`src/hw/rtl/msc_pkg.sv`:
```
// Shared types, constants and opcode names for the MIPS subset core.
`default_nettype none
package msc_pkg;
  localparam int DATA_WORDS_DEF = 1024;
  localparam logic [31:0] DATA_BASE = 32'h1000_0000;
  localparam logic [31:0] GP_RESET = 32'h1000_8000;
  localparam logic [31:0] START_PC_RESET = 32'h0040_0000;
  localparam logic [31:0] HI_MASK = 32'hF000_0000;

  localparam logic [5:0] OP_SPECIAL = 6'h00;
  localparam logic [5:0] OP_J = 6'h02;
  localparam logic [5:0] OP_JAL = 6'h03;
  localparam logic [5:0] OP_BEQ = 6'h04;
  localparam logic [5:0] OP_BNE = 6'h05;
  localparam logic [5:0] OP_ADDIU = 6'h09;
  localparam logic [5:0] OP_ANDI = 6'h0c;
  localparam logic [5:0] OP_LUI = 6'h0f;
  localparam logic [5:0] OP_TRAP = 6'h1a;
  localparam logic [5:0] OP_LW = 6'h23;
  localparam logic [5:0] OP_SW = 6'h2b;

  localparam logic [5:0] FN_SLL = 6'h00;
  localparam logic [5:0] FN_SRA = 6'h03;
  localparam logic [5:0] FN_JR = 6'h08;
  localparam logic [5:0] FN_MFHI = 6'h10;
  localparam logic [5:0] FN_MFLO = 6'h12;
  localparam logic [5:0] FN_MULT = 6'h18;
  localparam logic [5:0] FN_DIV = 6'h1a;
  localparam logic [5:0] FN_ADDU = 6'h21;
  localparam logic [5:0] FN_SUBU = 6'h23;
  localparam logic [5:0] FN_SLT = 6'h2a;

  localparam logic [3:0] TR_NEWLINE = 4'h0;
  localparam logic [3:0] TR_PRINT = 4'h1;
  localparam logic [3:0] TR_READ = 4'h5;
  localparam logic [3:0] TR_HALT = 4'ha;

  localparam logic [1:0] ACT_NONE = 2'd0;
  localparam logic [1:0] ACT_NEWLINE = 2'd1;
  localparam logic [1:0] ACT_PRINT = 2'd2;
  localparam logic [1:0] ACT_READ = 2'd3;

  typedef enum logic [1:0] {MD_IDLE, MD_RUN, MD_DONE} md_state_t;
  typedef enum logic [2:0] {
    ST_IDLE, ST_READ, ST_EXEC, ST_MEM, ST_MULDIV, ST_OUT
  } core_state_t;

  typedef struct packed {
    logic start;
    logic is_div;
  } md_ctrl_t;
endpackage
`default_nettype wire

```
`src/hw/rtl/msc_muldiv.sv`:
```
// Iterative signed multiply and divide unit, one bit per cycle.
`default_nettype none
module msc_muldiv
  import msc_pkg::*;
(
  input  wire logic        clk,
  input  wire logic        rst,
  input  wire md_ctrl_t    ctrl,
  input  wire logic [31:0] a,
  input  wire logic [31:0] b,
  output logic             done,
  output logic [31:0]      hi,
  output logic [31:0]      lo
);
  md_state_t state, state_next;
  logic [5:0] count;
  logic is_div, neg_q, neg_r;
  logic [31:0] mag_b;
  logic [31:0] acc;
  logic [31:0] shreg;
  logic [32:0] trial;
  logic [32:0] radd;
  logic [63:0] prod, prod_neg;
  logic [31:0] q_fix, r_fix;

  assign trial = {acc, shreg[31]} - {1'b0, mag_b};
  assign radd = {1'b0, acc} + ({33{shreg[0]}} & {1'b0, mag_b});

  always_comb begin
    state_next = state;
    case (state)
      MD_IDLE: if (ctrl.start) state_next = MD_RUN;
      MD_RUN:  if (count == 6'd31) state_next = MD_DONE;
      MD_DONE: state_next = MD_IDLE;
      default: state_next = MD_IDLE;
    endcase
  end

  always_ff @(posedge clk) begin
    if (rst) begin
      state <= MD_IDLE;
      count <= '0;
    end else begin
      state <= state_next;
      if (state == MD_RUN) count <= count + 6'd1;
      else count <= '0;
    end
  end

  always_ff @(posedge clk) begin
    case (state)
      MD_IDLE: if (ctrl.start) begin
        is_div <= ctrl.is_div;
        acc <= '0;
        if (ctrl.is_div) begin
          neg_q <= a[31] ^ b[31];
          neg_r <= a[31];
          shreg <= a[31] ? (~a + 32'd1) : a;
          mag_b <= b[31] ? (~b + 32'd1) : b;
        end else begin
          neg_q <= a[31] ^ b[31];
          neg_r <= 1'b0;
          shreg <= a[31] ? (~a + 32'd1) : a;
          mag_b <= b[31] ? (~b + 32'd1) : b;
        end
      end
      MD_RUN: begin
        if (is_div) begin
          if (!trial[32]) begin
            acc <= trial[31:0];
            shreg <= {shreg[30:0], 1'b1};
          end else begin
            acc <= {acc[30:0], shreg[31]};
            shreg <= {shreg[30:0], 1'b0};
          end
        end else begin
          acc <= radd[32:1];
          shreg <= {radd[0], shreg[31:1]};
        end
      end
      default: ;
    endcase
  end

  assign prod = {acc, shreg};
  assign prod_neg = ~prod + 64'd1;
  assign q_fix = neg_q ? (~shreg + 32'd1) : shreg;
  assign r_fix = neg_r ? (~acc + 32'd1) : acc;

  assign done = (state == MD_DONE);
  always_comb begin
    if (is_div) begin
      hi = r_fix;
      lo = q_fix;
    end else begin
      hi = neg_q ? prod_neg[63:32] : prod[63:32];
      lo = neg_q ? prod_neg[31:0] : prod[31:0];
    end
  end
endmodule
`default_nettype wire

```
`config.mk`:
```
export PLATFORM = sky130hd
export DESIGN_NAME = msc_muldiv
export DESIGN_NICKNAME = d
export VERILOG_FILES = /design/src/hw/rtl/msc_pkg.sv /design/src/hw/rtl/msc_muldiv.sv
export SDC_FILE = /design/constraint.sdc
export NUM_CORES = 1
export LEC_CHECK = 0
export CORE_ASPECT_RATIO = 1.75
export CORE_UTILIZATION = 60
export DETAILED_ROUTE_END_ITERATION = 8
export DONT_BUFFER_PORTS = 1
export PLACE_DENSITY = 0.74
export SETUP_SLACK_MARGIN = 0.02
export SYNTH_ARGS = -nofsm -noshare
export SYNTH_HDL_FRONTEND = slang
export SYNTH_SLANG_ARGS = --single-unit
```
`constraint.sdc`:
```
create_clock -name clk -period 5.2 [get_ports clk]
set_input_delay 0.52 -clock clk [delete_from_list [all_inputs] [get_ports clk]]
set_output_delay 0.52 -clock clk [all_outputs]
set_load 0.01 [all_outputs]
```
== Word-level counts from Yosys, hierarchy flattened ==
Index checks and enable logic that the tools add are counted.
Word-level totals
  bits in writable memories: 0
  bits in read-only memories: 0
  memories: 0
  bits in latches: 0
  flip-flop bits (word level): 107
  input port bits: 68
  output and inout bits: 65
  logic and storage cells: 55
Cells by class
  mux-type cells: 19
  order comparisons: 0
  div/mod/pow operators: 0
  bitwise gates (word level): 8
  add/subtract/negate cells: 8
  multipliers: 0
  eq/ne operators: 5
  shifts and indexed selects: 0
  reduce and logical (&&, ||, !) cells: 6
Operator list (count)
  2-to-1 mux 32 bit: 12
  adder 32 x 1 -> 32 bit, second input constant: 4
  inverter 32 bit: 4
  case mux 32 bit (2 select lines): 2
  adder 64 x 1 -> 64 bit, second input constant: 1
  inverter 64 bit: 1
  adder 32 x 33 -> 33 bit: 1
  bitwise AND 33 x 32 -> 33 bit: 1
  subtractor 33 x 32 -> 33 bit: 1
  2-to-1 mux 31 bit: 1
  adder 6 x 1 -> 6 bit, second input constant: 1
  equality test 6 x 5 -> 1 bit, second input constant: 1
  AND reduction 2 bit: 3
  2-to-1 mux 2 bit: 2
  != test 2 bit, second input constant: 2
  case mux 2 bit (2 select lines): 1
  equality test 2 x 1 -> 1 bit, second input constant: 1
  equality test 2 bit, second input constant: 1
  zero test 2 bit: 1
  nonzero test 2 bit: 1
  OR reduction 2 bit: 1
  2-to-1 mux 1 bit: 1
  inverter 1 bit: 1
  XOR 1 bit: 1

== Depth between registers and ports, before layout ==
Gate-level depths: netlist (run 1).
  depth in word-level cells: 5
  gate-level depth with buffers: 15
  gate-level depth less buffers: 13

== Worst setup path before layout (run 1) ==
No wires, ideal clock.
  path kind: input port to flip-flop
  from: input ctrl[1] (netlist name)
  to: register acc[0], enable pin
  library setup time: 394 ps
  path buffers: 0
  stages: 2
  required time: 4806 ps
  data arrival time: 4360 ps
  slack: 446 ps
  cell sequence: nor3b_1 > or2_2
On the way
  longest elaborated chain between the ends: 2
Ends and longest elaborated chain
  from (decl): RTL line msc_muldiv.sv:8  | input wire md_ctrl_t ctrl,
  != test 2 bit (no source line)
  AND reduction 2 bit (no source line)
  to (signal assigned): RTL line msc_muldiv.sv:70  | acc <= trial[31:0];
  to (signal assigned): RTL line msc_muldiv.sv:73  | acc <= {acc[30:0], shreg[31]};
  to (signal assigned): RTL line msc_muldiv.sv:77  | acc <= radd[32:1];
  to (decl): RTL line msc_muldiv.sv:19  | logic [31:0] acc;
No other way between the ends.
A chain may end at the register's enable or synchronous reset.

== Final worst setup path (run 1) ==
  from: register shreg[6]
  to: output hi[16]
On the way
  longest elaborated chain between the ends: 4
Ends and longest elaborated chain
  from (decl): RTL line msc_muldiv.sv:20  | logic [31:0] shreg;
  from (signal assigned): RTL line msc_muldiv.sv:58  | shreg <= a[31] ? (~a + 32'd1) : a;
  from (signal assigned): RTL line msc_muldiv.sv:63  | shreg <= a[31] ? (~a + 32'd1) : a;
  from (signal assigned): RTL line msc_muldiv.sv:71  | shreg <= {shreg[30:0], 1'b1};
  inverter 64 bit: RTL line msc_muldiv.sv:86  | assign prod_neg = ~prod + 64'd1;
  adder 64 x 1 -> 64 bit: RTL line msc_muldiv.sv:86
  2-to-1 mux 32 bit: RTL line msc_muldiv.sv:96  | hi = neg_q ? prod_neg[63:32] : prod[63:32];
  2-to-1 mux 32 bit: RTL line msc_muldiv.sv:92  | if (is_div) begin
  to (decl): RTL line msc_muldiv.sv:12  | output logic [31:0] hi,
No other way between the ends.

==> results.tsv, run 1 <==
stage	metric	value	unit
route	drt-initial-drc-count	645	
critical_path	crit_start	shreg[6]	
place	dp_hpwl	25.33	mm
power_and_ir_drop	sw_frac_of_total	41.99	%
sta	holdWs	0.2137	ns
cells_and_area	area_growth	4.777	%
sta	finalHoldViolations	0	
critical_path	path_max_fanout	8	
floorplanning	die_w	103.9	um
sta	setup_ws	0.4119	ns
place	dpl-instance-area	11120	sq um
logic_synthesis	synth-seq-cells	107	
logic_synthesis	synth_top_area_cell	edfxtp_1	
critical_path	cp-start-kind	flop	
floorplanning	fp.dieH	180.3	um
sta	rsz0062_at_grt	false	
logic_synthesis	yosysMostFrequentCell	xnor2_1	
critical_path	critical_path_depth	9	
logic_synthesis	yosysUniqueCellTypes	62	
critical_path	cp-endpoint	hi[16]	
floorplanning	io_pins	133	
run_status	status	finished, final reports clean	
floorplanning	core_area	17620	sq um
logic_synthesis	yosys_warnings	0	
min_path	hp-class	in2reg	
sta	fin_crit	4.788	ns
global_routing	grt_antenna_before_repair	0	
power_and_ir_drop	p_int	0.002097	W
global_routing	grt_max_degree	64	
clock_network	root_buffer	clkbuf_16	
logic_synthesis	synth_edf_count	99	
route	routed_wl	33.17	mm
cells_and_area	num-nets-final	1409	
cells_and_area	fillers	1551	
logic_synthesis	seq_area_frac_synth	28.75	%
power_and_ir_drop	power_leakage	4.455	nW
critical_path	r2r-end	acc[28]	
power_and_ir_drop	power_density	316.6	nW/um^2
floorplanning	start_util	61.86	%
critical_path	arrival	4.27	ns
critical_path	rrSetupSlack	0.85	ns
clock_network	cts_hold_buffers	0	
route	firstDrtPassIters	5	
cells_and_area	final_area	11420	sq um
route	antenna_left	0	
critical_path	cp_cell_sequence	or4_1, or4_1, or3_1, nor2b_1, nand4_1, nand2_1, nand4_1, o31ai_1, xnor2_1	
logic_synthesis	synth_top_area_share	27.28	%
cells_and_area	multi_input_area	7380	sq um
critical_path	timing.critical_path.buf_inv	0	
logic_synthesis	synth_area	10900	sq um
place	port_buffers	0	
power_and_ir_drop	irDropWorstVdd	168.8	uV
logic_synthesis	synth_ff_type	edfxtp_1	
sta	fin_crit_sh	92.08	%
power_and_ir_drop	p_comb_share	45.6	%
clock_network	tritoncts	built	
critical_path	end_kind	output pin	
power_and_ir_drop	switchingPower	0.001518	W
min_path	hold_path_depth	1	
logic_synthesis	synth_fp_nets	1440	
logic_synthesis	synthTopCellsByArea	edfxtp_1 (27%), xnor2_1 (11%), ha_1 (7.9%)	
cells_and_area	n_antenna_cell	0	
clock_network	clock_path_buffers	2	
global_routing	grt_usage	35.33	%
clock_network	ctsHtreeMaxLevel	3	
critical_path	worstSetupPathType	reg2out	
global_routing	grt_pass1_wl	51.48	mm
route	vias	9901	
sta	setup_viol	0	
global_routing	grt-ovfl-total	0	
route	wl_per_cell	22.03	um
logic_synthesis	synth_area_per_cell	8.377	sq um
clock_network	clk_latency	0.37	ns
critical_path	crit_path_max_incr_delay	0.62	ns
logic_synthesis	synthCells	1301	
logic_synthesis	async_reset_ff_share	0	%
critical_path	cpLargestDelayFamily	simple AND/OR/NAND/NOR gates	
logic_synthesis	yosys-top-cells-count	xnor2_1 (134), nor2_1 (131), a21oi_1 (115), nand2_1 (101), edfxtp_1 (99)	
place	place_congestion	0.9969	
clock_network	cts-resized-gates	0	
clock_network	path_clk_slew	0.08	ns
critical_path	cp_slowest_cell	or4_1	
cells_and_area	seq_area	3133	sq um
floorplanning	rows	64	
critical_path	reg2reg_depth	13	
sta	tightest_slew	1.003	ns
sta	slew_headroom	33.13	%
clock_network	clock_sinks	107	
critical_path	cp.required	4.68	ns
sta	fin_tns_setup	0	ns
flow_run	drv_cap	0	
global_routing	grt_pass1_vias	9947	
sta	slew_violations	0	
place	pre_cts_slack	0.8112	ns
floorplanning	die-area	18730	sq um
route	drc_errors	0	
min_path	hp-start	rst	
clock_network	tritoncts.num_buffers	9	
sta	max_freq	208.9	MHz
power_and_ir_drop	clkPwrFrac	19.9	%
power_and_ir_drop	power_frac_seq	34.5	%
critical_path	r2r-start	shreg[0]	
clock_network	postCtsSetupBuffers	0	
sta	skew	0.01236	ns
cells_and_area	layout-drive-gt1-share	4.314	%
route	via_per_inst	6.574	
[power groups by stage]
stage / Sequential, W / Combinational, W / Clock (W)
floorplan: 0.00119 / 0.00127 / 0
global placement: 0.00126 / 0.00160 / 0
detailed placement: 0.00126 / 0.00161 / 0
CTS: 0.00124 / 0.00162 / 0.000718
global route: 0.00126 / 0.00179 / 0.000743
finish: 0.00125 / 0.00165 / 0.000719
[worst min-delay path by stage]
stage / to / slack (ns)
6_report: state[0] / 0.21
2_1_floorplan: count[0] / 0.43
3_3_place_gp: count[0] / 0.45
3_5_place_dp: count[0] / 0.46
4_1_cts: state[0] / 0.21
5_1_grt: state[0] / 0.22
[registers in the layout, summed over array words and instances, names as in the netlist]
signal  cells
shreg      32
state       2
count       6
is_div      1
mag_b      32
neg_r       1
neg_q       1
acc        32
[cell usage in the layout (no fill, tap or decap), types with 25 or more instances in the layout]
cell | netlist | final
inv_1 | 54 | 54
o31ai_1 | 27 | 27
xor2_1 | 46 | 45
a21o_1 | 30 | 30
o21ai_0 | 89 | 89
nor2_1 | 131 | 131
a21oi_1 | 115 | 115
nor3_1 | 25 | 25
mux2i_1 | 59 | 59
nand2_1 | 101 | 101
edfxtp_1 | 99 | 99
ha_1 | 69 | 69
xnor2_1 | 134 | 134
[worst register-to-register path, cell delays in order, from the launching register on]
cell	delay, ns
edfxtp_1	0.52
inv_1	0.49
nor2_1	0.12
ha_1	0.37
a211oi_1	0.40
nor2_1	0.13
o311ai_0	0.58
a21oi_1	0.26
a221o_1	0.42
a31oi_1	0.31
o41ai_1	0.14
xor2_1	0.15
mux2i_1	0.14
nor2_1	0.06
[cell families (layout without fill, tap and decap cells)]
logic type	count (synthesis)	after routing	share of synthesized area, %
XOR/XNOR	180	180	14.47
adder cells (fa/ha/maj)	71	71	8.289
buffers and inverters	110	84	3.823
AO/OA/AOI/OAI	367	367	20.79
flip-flops	107	107	28.75
multiplexers	64	64	5.936
AND/OR/NAND/NOR	402	402	17.94
[area by class of cell]
class                           count  area share [%]
Clock buffer                       11           2.312
Tap cell                          231           2.531
Inverter                           54           1.775
Clock inverter                      5          0.2849
Sequential cell                   107           27.44
Multi-Input combinational cell   1084           64.63
Timing Repair Buffer               14           1.030
[per-stage QoR]
step / cells / util (%) / power (W)
5_1_grt: 1506 / 64.82 / 0.003792
3_5_place_dp: 1490 / 63.13 / 0.002875
4_1_cts: 1506 / 64.82 / 0.003583
2_1_floorplan: 1301 / - / 0.002459
3_3_place_gp: 1490 / 63.13 / 0.002855
6_report: 1506 / 64.82 / 0.003616
[per-layer routing]
metal	part of all wire [%]	vias to the layer above	GRT usage (%)
li1	-	4712	-
met1	35	4666	35.21
met2	52	409	66.75
met3	7.4	114	6.799
met4	5.7	0	21.03
met5	0	-	0
Note: power is estimated with default switching activity, not from simulation.
==> inputs of run 2 (changes only) <==
- MAX_ROUTING_LAYER: unset -> met4
- PLACE_DENSITY: 0.74 -> 0.81
==> run 2 against run 1 <==
Net effect: die area unchanged; critical path type unchanged; combinational power barely moved; clock skew rose by 0.0041 ns; sequential power about the same; worst setup slack lost 0.0078 ns; largest power group unchanged; sequential share of layout area up 0.14 points; maximum frequency is 0.16% lower.
==> results.tsv, run 2 (synthesized netlist as in run 1, its figures left out) <==
stage	metric	value	unit
cells_and_area	post-route-util	64.49	%
power_and_ir_drop	p_comb_share	45.7	%
route	firstDrtPassIters	6	
critical_path	cp_cell_sequence	or4_1, or4_1, or3_1, nor2b_1, nand4_1, nand2_1, nand4_1, o31ai_1, xnor2_1	
clock_network	clk_latency	0.37	ns
place	dpl-instance-area	11080	sq um
min_path	hold_path_depth	1	
cells_and_area	final_cell_mix	xnor2_1 (134), nor2_1 (131), a21oi_1 (115)	
critical_path	arrival	4.28	ns
route	drc_errors	0	
power_and_ir_drop	p_int	0.002094	W
route	via_per_inst	6.515	
clock_network	path_clk_slew	0.07	ns
sta	fin_crit_sh	92.23	%
global_routing	grt_max_degree	92	
cells_and_area	largestRegisters	acc x32, mag_b x32, shreg x32	
sta	skew	0.01647	ns
floorplanning	rows	64	
clock_network	clock_path_buffers	2	
cells_and_area	layout-drive-gt1-share	3.546	%
critical_path	reg2reg_depth	14	
sta	slew_headroom	24.89	%
route	routed_wl	30.35	mm
power_and_ir_drop	power_density	312.7	nW/um^2
power_and_ir_drop	irDropWorstVdd	223.3	uV
sta	slew_violations	0	
critical_path	r2r-end	acc[28]	
clock_network	tritoncts	built	
global_routing	grt_antenna_before_repair	0	
sta	fin_crit	4.796	ns
floorplanning	fp.dieH	180.3	um
cells_and_area	fillers	1533	
critical_path	path_max_fanout	8	
clock_network	tritoncts.num_buffers	9	
route	drt-initial-drc-count	615	
critical_path	cp-start-kind	flop	
route	antenna_left	0	
run_status	status	finished, final reports clean	
route	vias	9772	
min_path	hp-start	rst	
sta	fin_tns_setup	0	ns
cells_and_area	n_antenna_cell	0	
cells_and_area	final_common_cell	xnor2_1	
place	dp_hpwl	23.35	mm
cells_and_area	num-nets-final	1403	
global_routing	grt-ovfl-total	0	
sta	setup_viol	0	
global_routing	grt_usage	33.29	%
critical_path	timing.critical_path.buf_inv	0	
power_and_ir_drop	power_frac_seq	34.9	%
critical_path	worstSetupPathType	reg2out	
place	port_buffers	0	
critical_path	crit_path_max_incr_delay	0.57	ns
sta	max_freq	208.5	MHz
critical_path	cp_slowest_cell	or4_1	
clock_network	root_buffer	clkbuf_16	
sta	rsz0062_at_grt	false	
floorplanning	die-area	18730	sq um
clock_network	clock_sinks	107	
cells_and_area	final_area	11360	sq um
clock_network	ctsHtreeMaxLevel	3	
min_path	hp-class	in2reg	
critical_path	end_kind	output pin	
power_and_ir_drop	power_leakage	4.412	nW
route	wl_per_cell	20.23	um
clock_network	cts_hold_buffers	0	
flow_run	drv_cap	0	
global_routing	grt_pass1_vias	9535	
critical_path	rrSetupSlack	0.79	ns
place	place_congestion	1.019	
power_and_ir_drop	switchingPower	0.001458	W
sta	tightest_slew	1.127	ns
critical_path	r2r-start	shreg[31]	
cells_and_area	area_growth	4.248	%
clock_network	cts-resized-gates	0	
floorplanning	core_area	17620	sq um
min_path	whs_endpoint	state[0]	
power_and_ir_drop	sw_frac_of_total	41.04	%
critical_path	cp.required	4.68	ns
floorplanning	start_util	61.86	%
power_and_ir_drop	clkPwrFrac	19.4	%
floorplanning	die_w	103.9	um
global_routing	grt_pass1_wl	47.95	mm
floorplanning	io_pins	133	
critical_path	cpLargestDelayFamily	simple AND/OR/NAND/NOR gates	
clock_network	postCtsSetupBuffers	0	
sta	finalHoldViolations	0	
==> run 2: cell count changes in the layout (fill, tap and decap cells not counted), sizes merged <==
cell	previous run	this run
clkinv	3	4
clkbuf	11	10
inv	56	55
buf	14	8
bufinv	0	1
==> run 2: layer usage <==
| layer | track usage [%] | vias to the layer above | routed length (um) |
|---|---|---|---|
| li1 | - | 4698 | - |
| met1 | 34.56 | 4581 | 10990 |
| met2 | 59.12 | 386 | 15760 |
| met3 | 3.906 | 107 | 1753 |
| met4 | 21.26 | 0 | 1844 |
| met5 | - | - | 0 |
==> run 2: cell type report <==
type	count	area (sq um)	area share (%)
Clock buffer	10	229.0	2.015
Clock inverter	6	55.05	0.4846
Inverter	54	202.7	1.784
Multi-Input combinational cell	1084	7380	64.96
Sequential cell	107	3133	27.58
Tap cell	231	289.0	2.544
Timing Repair Buffer	8	72.57	0.6388
==> run 2: stage by stage <==
stage	total power, W	cells	hold WS (ns)	worst slack, ns
floorplan	0.002459	1301	0.4302	0.4457
global route	0.003743	1500	0.2243	0.2583
global placement	0.002815	1484	0.4453	0.9627
detailed placement	0.002843	1484	0.4551	0.9178
finish	0.003552	1500	0.2240	0.4042
CTS	0.003528	1500	0.2197	0.5243
==> run 2: worst max path at each step <==
stage,startpoint,end,slack [ns],depth (start not counted)
final,shreg[4],hi[20],0.40,9
after global routing,shreg[5],hi[16],0.26,9
after detailed placement,shreg[5],hi[20],0.92,9
after global placement,shreg[5],hi[20],0.96,9
after CTS,shreg[5],hi[20],0.52,9
after floorplan,ctrl[1],acc[0],0.45,2
==> run 2: power groups by stage <==
stage	combinational (W)	sequential, W	clock [W]
final	0.00162	0.00124	0.000690
after global routing	0.00177	0.00125	0.000722
after CTS	0.00160	0.00124	0.000691
after detailed placement	0.00159	0.00125	0
after global placement	0.00157	0.00125	0
after floorplan	0.00127	0.00119	0
==> run 2: worst reg2reg max path: stages (launching register included) <==
cell and delay [ns]:
edfxtp_1 0.45, inv_1 0.14, ha_1 0.20, fa_1 0.21, nand2b_1 0.17, a21oi_1 0.12, o21ai_0 0.36, o211ai_1 0.32
o311ai_0 0.73, nand3_1 0.30, xor2_4 0.27, buf_12 0.27, mux2_2 0.41, mux2i_1 0.14, nor2_1 0.06
==> inputs of run 3 (changes only) <==
==> constraint.sdc (replaced) <==
create_clock -name clk -period 5.2 [get_ports clk]
set_input_delay 0.52 -clock clk [delete_from_list [all_inputs] [get_ports clk]]
set_output_delay 0.52 -clock clk [all_outputs]
set_load 0.1 [all_outputs]
==> run 3 against run 2 <==
Net effect: first-iteration DRC count grew 10%; register-to-register slack better by 0.11 ns; routed wire length increased by 5.2%; utilization increased by 5.0 points; critical endpoint is now hi[19]; flip-flop and latch count did not move; non-clock buffer count rose by 51; maximum frequency hardly changed; sequential share of layout area fell by 2.0 points; highest routed layer unchanged; sequential power barely moved.
==> results.tsv, run 3 (synthesized netlist as in run 1, its figures left out) <==
stage	metric	value	unit
clock_network	cts_hold_buffers	0	
sta	fin_crit	4.792	ns
route	drt-initial-drc-count	678	
sta	slew_violations	0	
clock_network	cts-resized-gates	0	
clock_network	ctsHtreeMaxLevel	3	
cells_and_area	final_area	12250	sq um
place	port_buffers	0	
sta	max_freq	208.7	MHz
cells_and_area	final_cell_mix	nor2_1 (131), a21oi_1 (114), nand2_1 (101)	
route	routed_wl	31.93	mm
power_and_ir_drop	irDropWorstVdd	292.1	uV
global_routing	grt_max_degree	77	
flow_run	drv_cap	0	
power_and_ir_drop	power_density	376.3	nW/um^2
critical_path	cp.required	4.68	ns
place	place_congestion	1.001	
critical_path	worstSetupPathType	reg2out	
min_path	hp-class	in2reg	
floorplanning	core_area	17620	sq um
route	vias	10117	
sta	skew	0.009588	ns
min_path	whs_endpoint	state[0]	
power_and_ir_drop	power	0.004610	W
power_and_ir_drop	p_comb_share	57.4	%
cells_and_area	fillers	1467	
clock_network	clock_sinks	107	
critical_path	end_kind	output pin	
floorplanning	die-area	18730	sq um
cells_and_area	largestRegisters	acc x32, mag_b x32, shreg x32	
place	dpl-instance-area	11970	sq um
power_and_ir_drop	clkPwrFrac	15.1	%
cells_and_area	fin_cells	1551	
min_path	hold_path_depth	1	
global_routing	grt_antenna_before_repair	0	
cells_and_area	post-route-util	69.53	%
cells_and_area	layout-drive-gt1-share	12.42	%
clock_network	tritoncts	built	
power_and_ir_drop	power_frac_seq	27.6	%
sta	setup_viol	0	
power_and_ir_drop	switchingPower	0.002377	W
sta	slew_headroom	11.87	%
route	antenna_left	0	
clock_network	clk_latency	0.38	ns
clock_network	tritoncts.num_buffers	9	
place	dp_cells	1535	
cells_and_area	area_growth	12.40	%
power_and_ir_drop	p_int	0.002233	W
place	dp_hpwl	24.82	mm
global_routing	grt_pass1_vias	10233	
global_routing	grt_usage	35.38	%
power_and_ir_drop	sw_frac_of_total	51.57	%
route	drc_errors	0	
sta	fin_crit_sh	92.16	%
global_routing	grt-ovfl-total	0	
clock_network	path_clk_slew	0.08	ns
critical_path	r2r-start	shreg[0]	
route	wl_per_cell	20.59	um
clock_network	root_buffer	clkbuf_16	
global_routing	grt_pass1_wl	50.39	mm
route	firstDrtPassIters	5	
critical_path	arrival	4.27	ns
floorplanning	start_util	61.86	%
critical_path	reg2reg_depth	14	
floorplanning	die_w	103.9	um
power_and_ir_drop	power_leakage	4.936	nW
critical_path	cp-start-kind	flop	
cells_and_area	final_common_cell	nor2_1	
cells_and_area	num-nets-final	1454	
sta	rsz0062_at_grt	false	
critical_path	rrSetupSlack	0.90	ns
sta	tightest_slew	1.315	ns
floorplanning	fp.dieH	180.3	um
sta	finalHoldViolations	0	
critical_path	r2r-end	acc[28]	
floorplanning	io_pins	133	
min_path	hp-start	rst	
critical_path	path_max_fanout	5	
route	via_per_inst	6.523	
sta	fin_tns_setup	0	ns
clock_network	postCtsSetupBuffers	0	
clock_network	clock_path_buffers	2	
run_status	status	finished, final reports clean	
floorplanning	rows	64	
cells_and_area	n_antenna_cell	0	
run 3: changes by cell type in the layout (fill, tap and decap cells not counted), moves of 2 or more:
cell | previous run | this run
buf_12 | 1 | 4
xor2_1 | 45 | 27
xnor2_2 | 0 | 43
xnor2_1 | 134 | 91
clkinv_4 | 0 | 2
xor2_2 | 0 | 18
inv_4 | 0 | 2
buf_4 | 7 | 55
clkinv_1 | 3 | 0
run 3: power by group through the flow:
stage / registers [W] / logic (W) / clock network (W)
floorplan: 0.00119 / 0.00207 / 0
global placement: 0.00128 / 0.00258 / 0
detailed placement: 0.00129 / 0.00261 / 0
CTS: 0.00127 / 0.00262 / 0.000696
global route: 0.00128 / 0.00279 / 0.000729
finish: 0.00127 / 0.00264 / 0.000695
run 3: final cells by class:
cell class	instances	area [sq um]	area share, %
clock buffer	9	225.2	1.839
clock inverter	7	58.81	0.4801
inverter	54	202.7	1.655
multi-input combinational	1084	7848	64.07
sequential	107	3133	25.58
tap	231	289.0	2.360
timing repair buffer	59	493.0	4.025
run 3: stage by stage:
step	setup WS (ns)	hold WS (ns)
after detailed placement	0.8226	0.4648
final	0.4075	0.2070
after floorplan	0.4457	0.4302
after CTS	0.4425	0.2019
after global placement	0.9492	0.4422
after global routing	0.1994	0.2048
run 3: worst max-delay path by stage:
stage                     slack (ns)  cells past startpoint  endpoint     start
after floorplan                 0.45                      2    acc[0]   ctrl[1]
after global placement          0.95                     10    hi[30]  shreg[6]
after detailed placement        0.82                     10    hi[30]  shreg[5]
after CTS                       0.44                     10    hi[30]  shreg[5]
after global routing            0.20                     10    hi[20]  shreg[5]
final                           0.41                     10    hi[19]  shreg[6]
run 3: worst max-delay path: stages (launching register included):
cell and delay [ns]:
edfxtp_1 0.47, or4_1 0.62, or4_1 0.49, nor3_1 0.39, nand3_1 0.32, nor2_1 0.26
nand2_1 0.13, a21oi_1 0.50, a21oi_1 0.24, xor2_2 0.18, buf_4 0.30
run 3: metal layers:
metal	track usage (%)	wire length, um	part of all wire [%]
met2	63.25	16510	52
met1	35.63	11450	36
met3	4.231	1793	5.6
met4	24.23	2180	6.8
met5	-	0	0
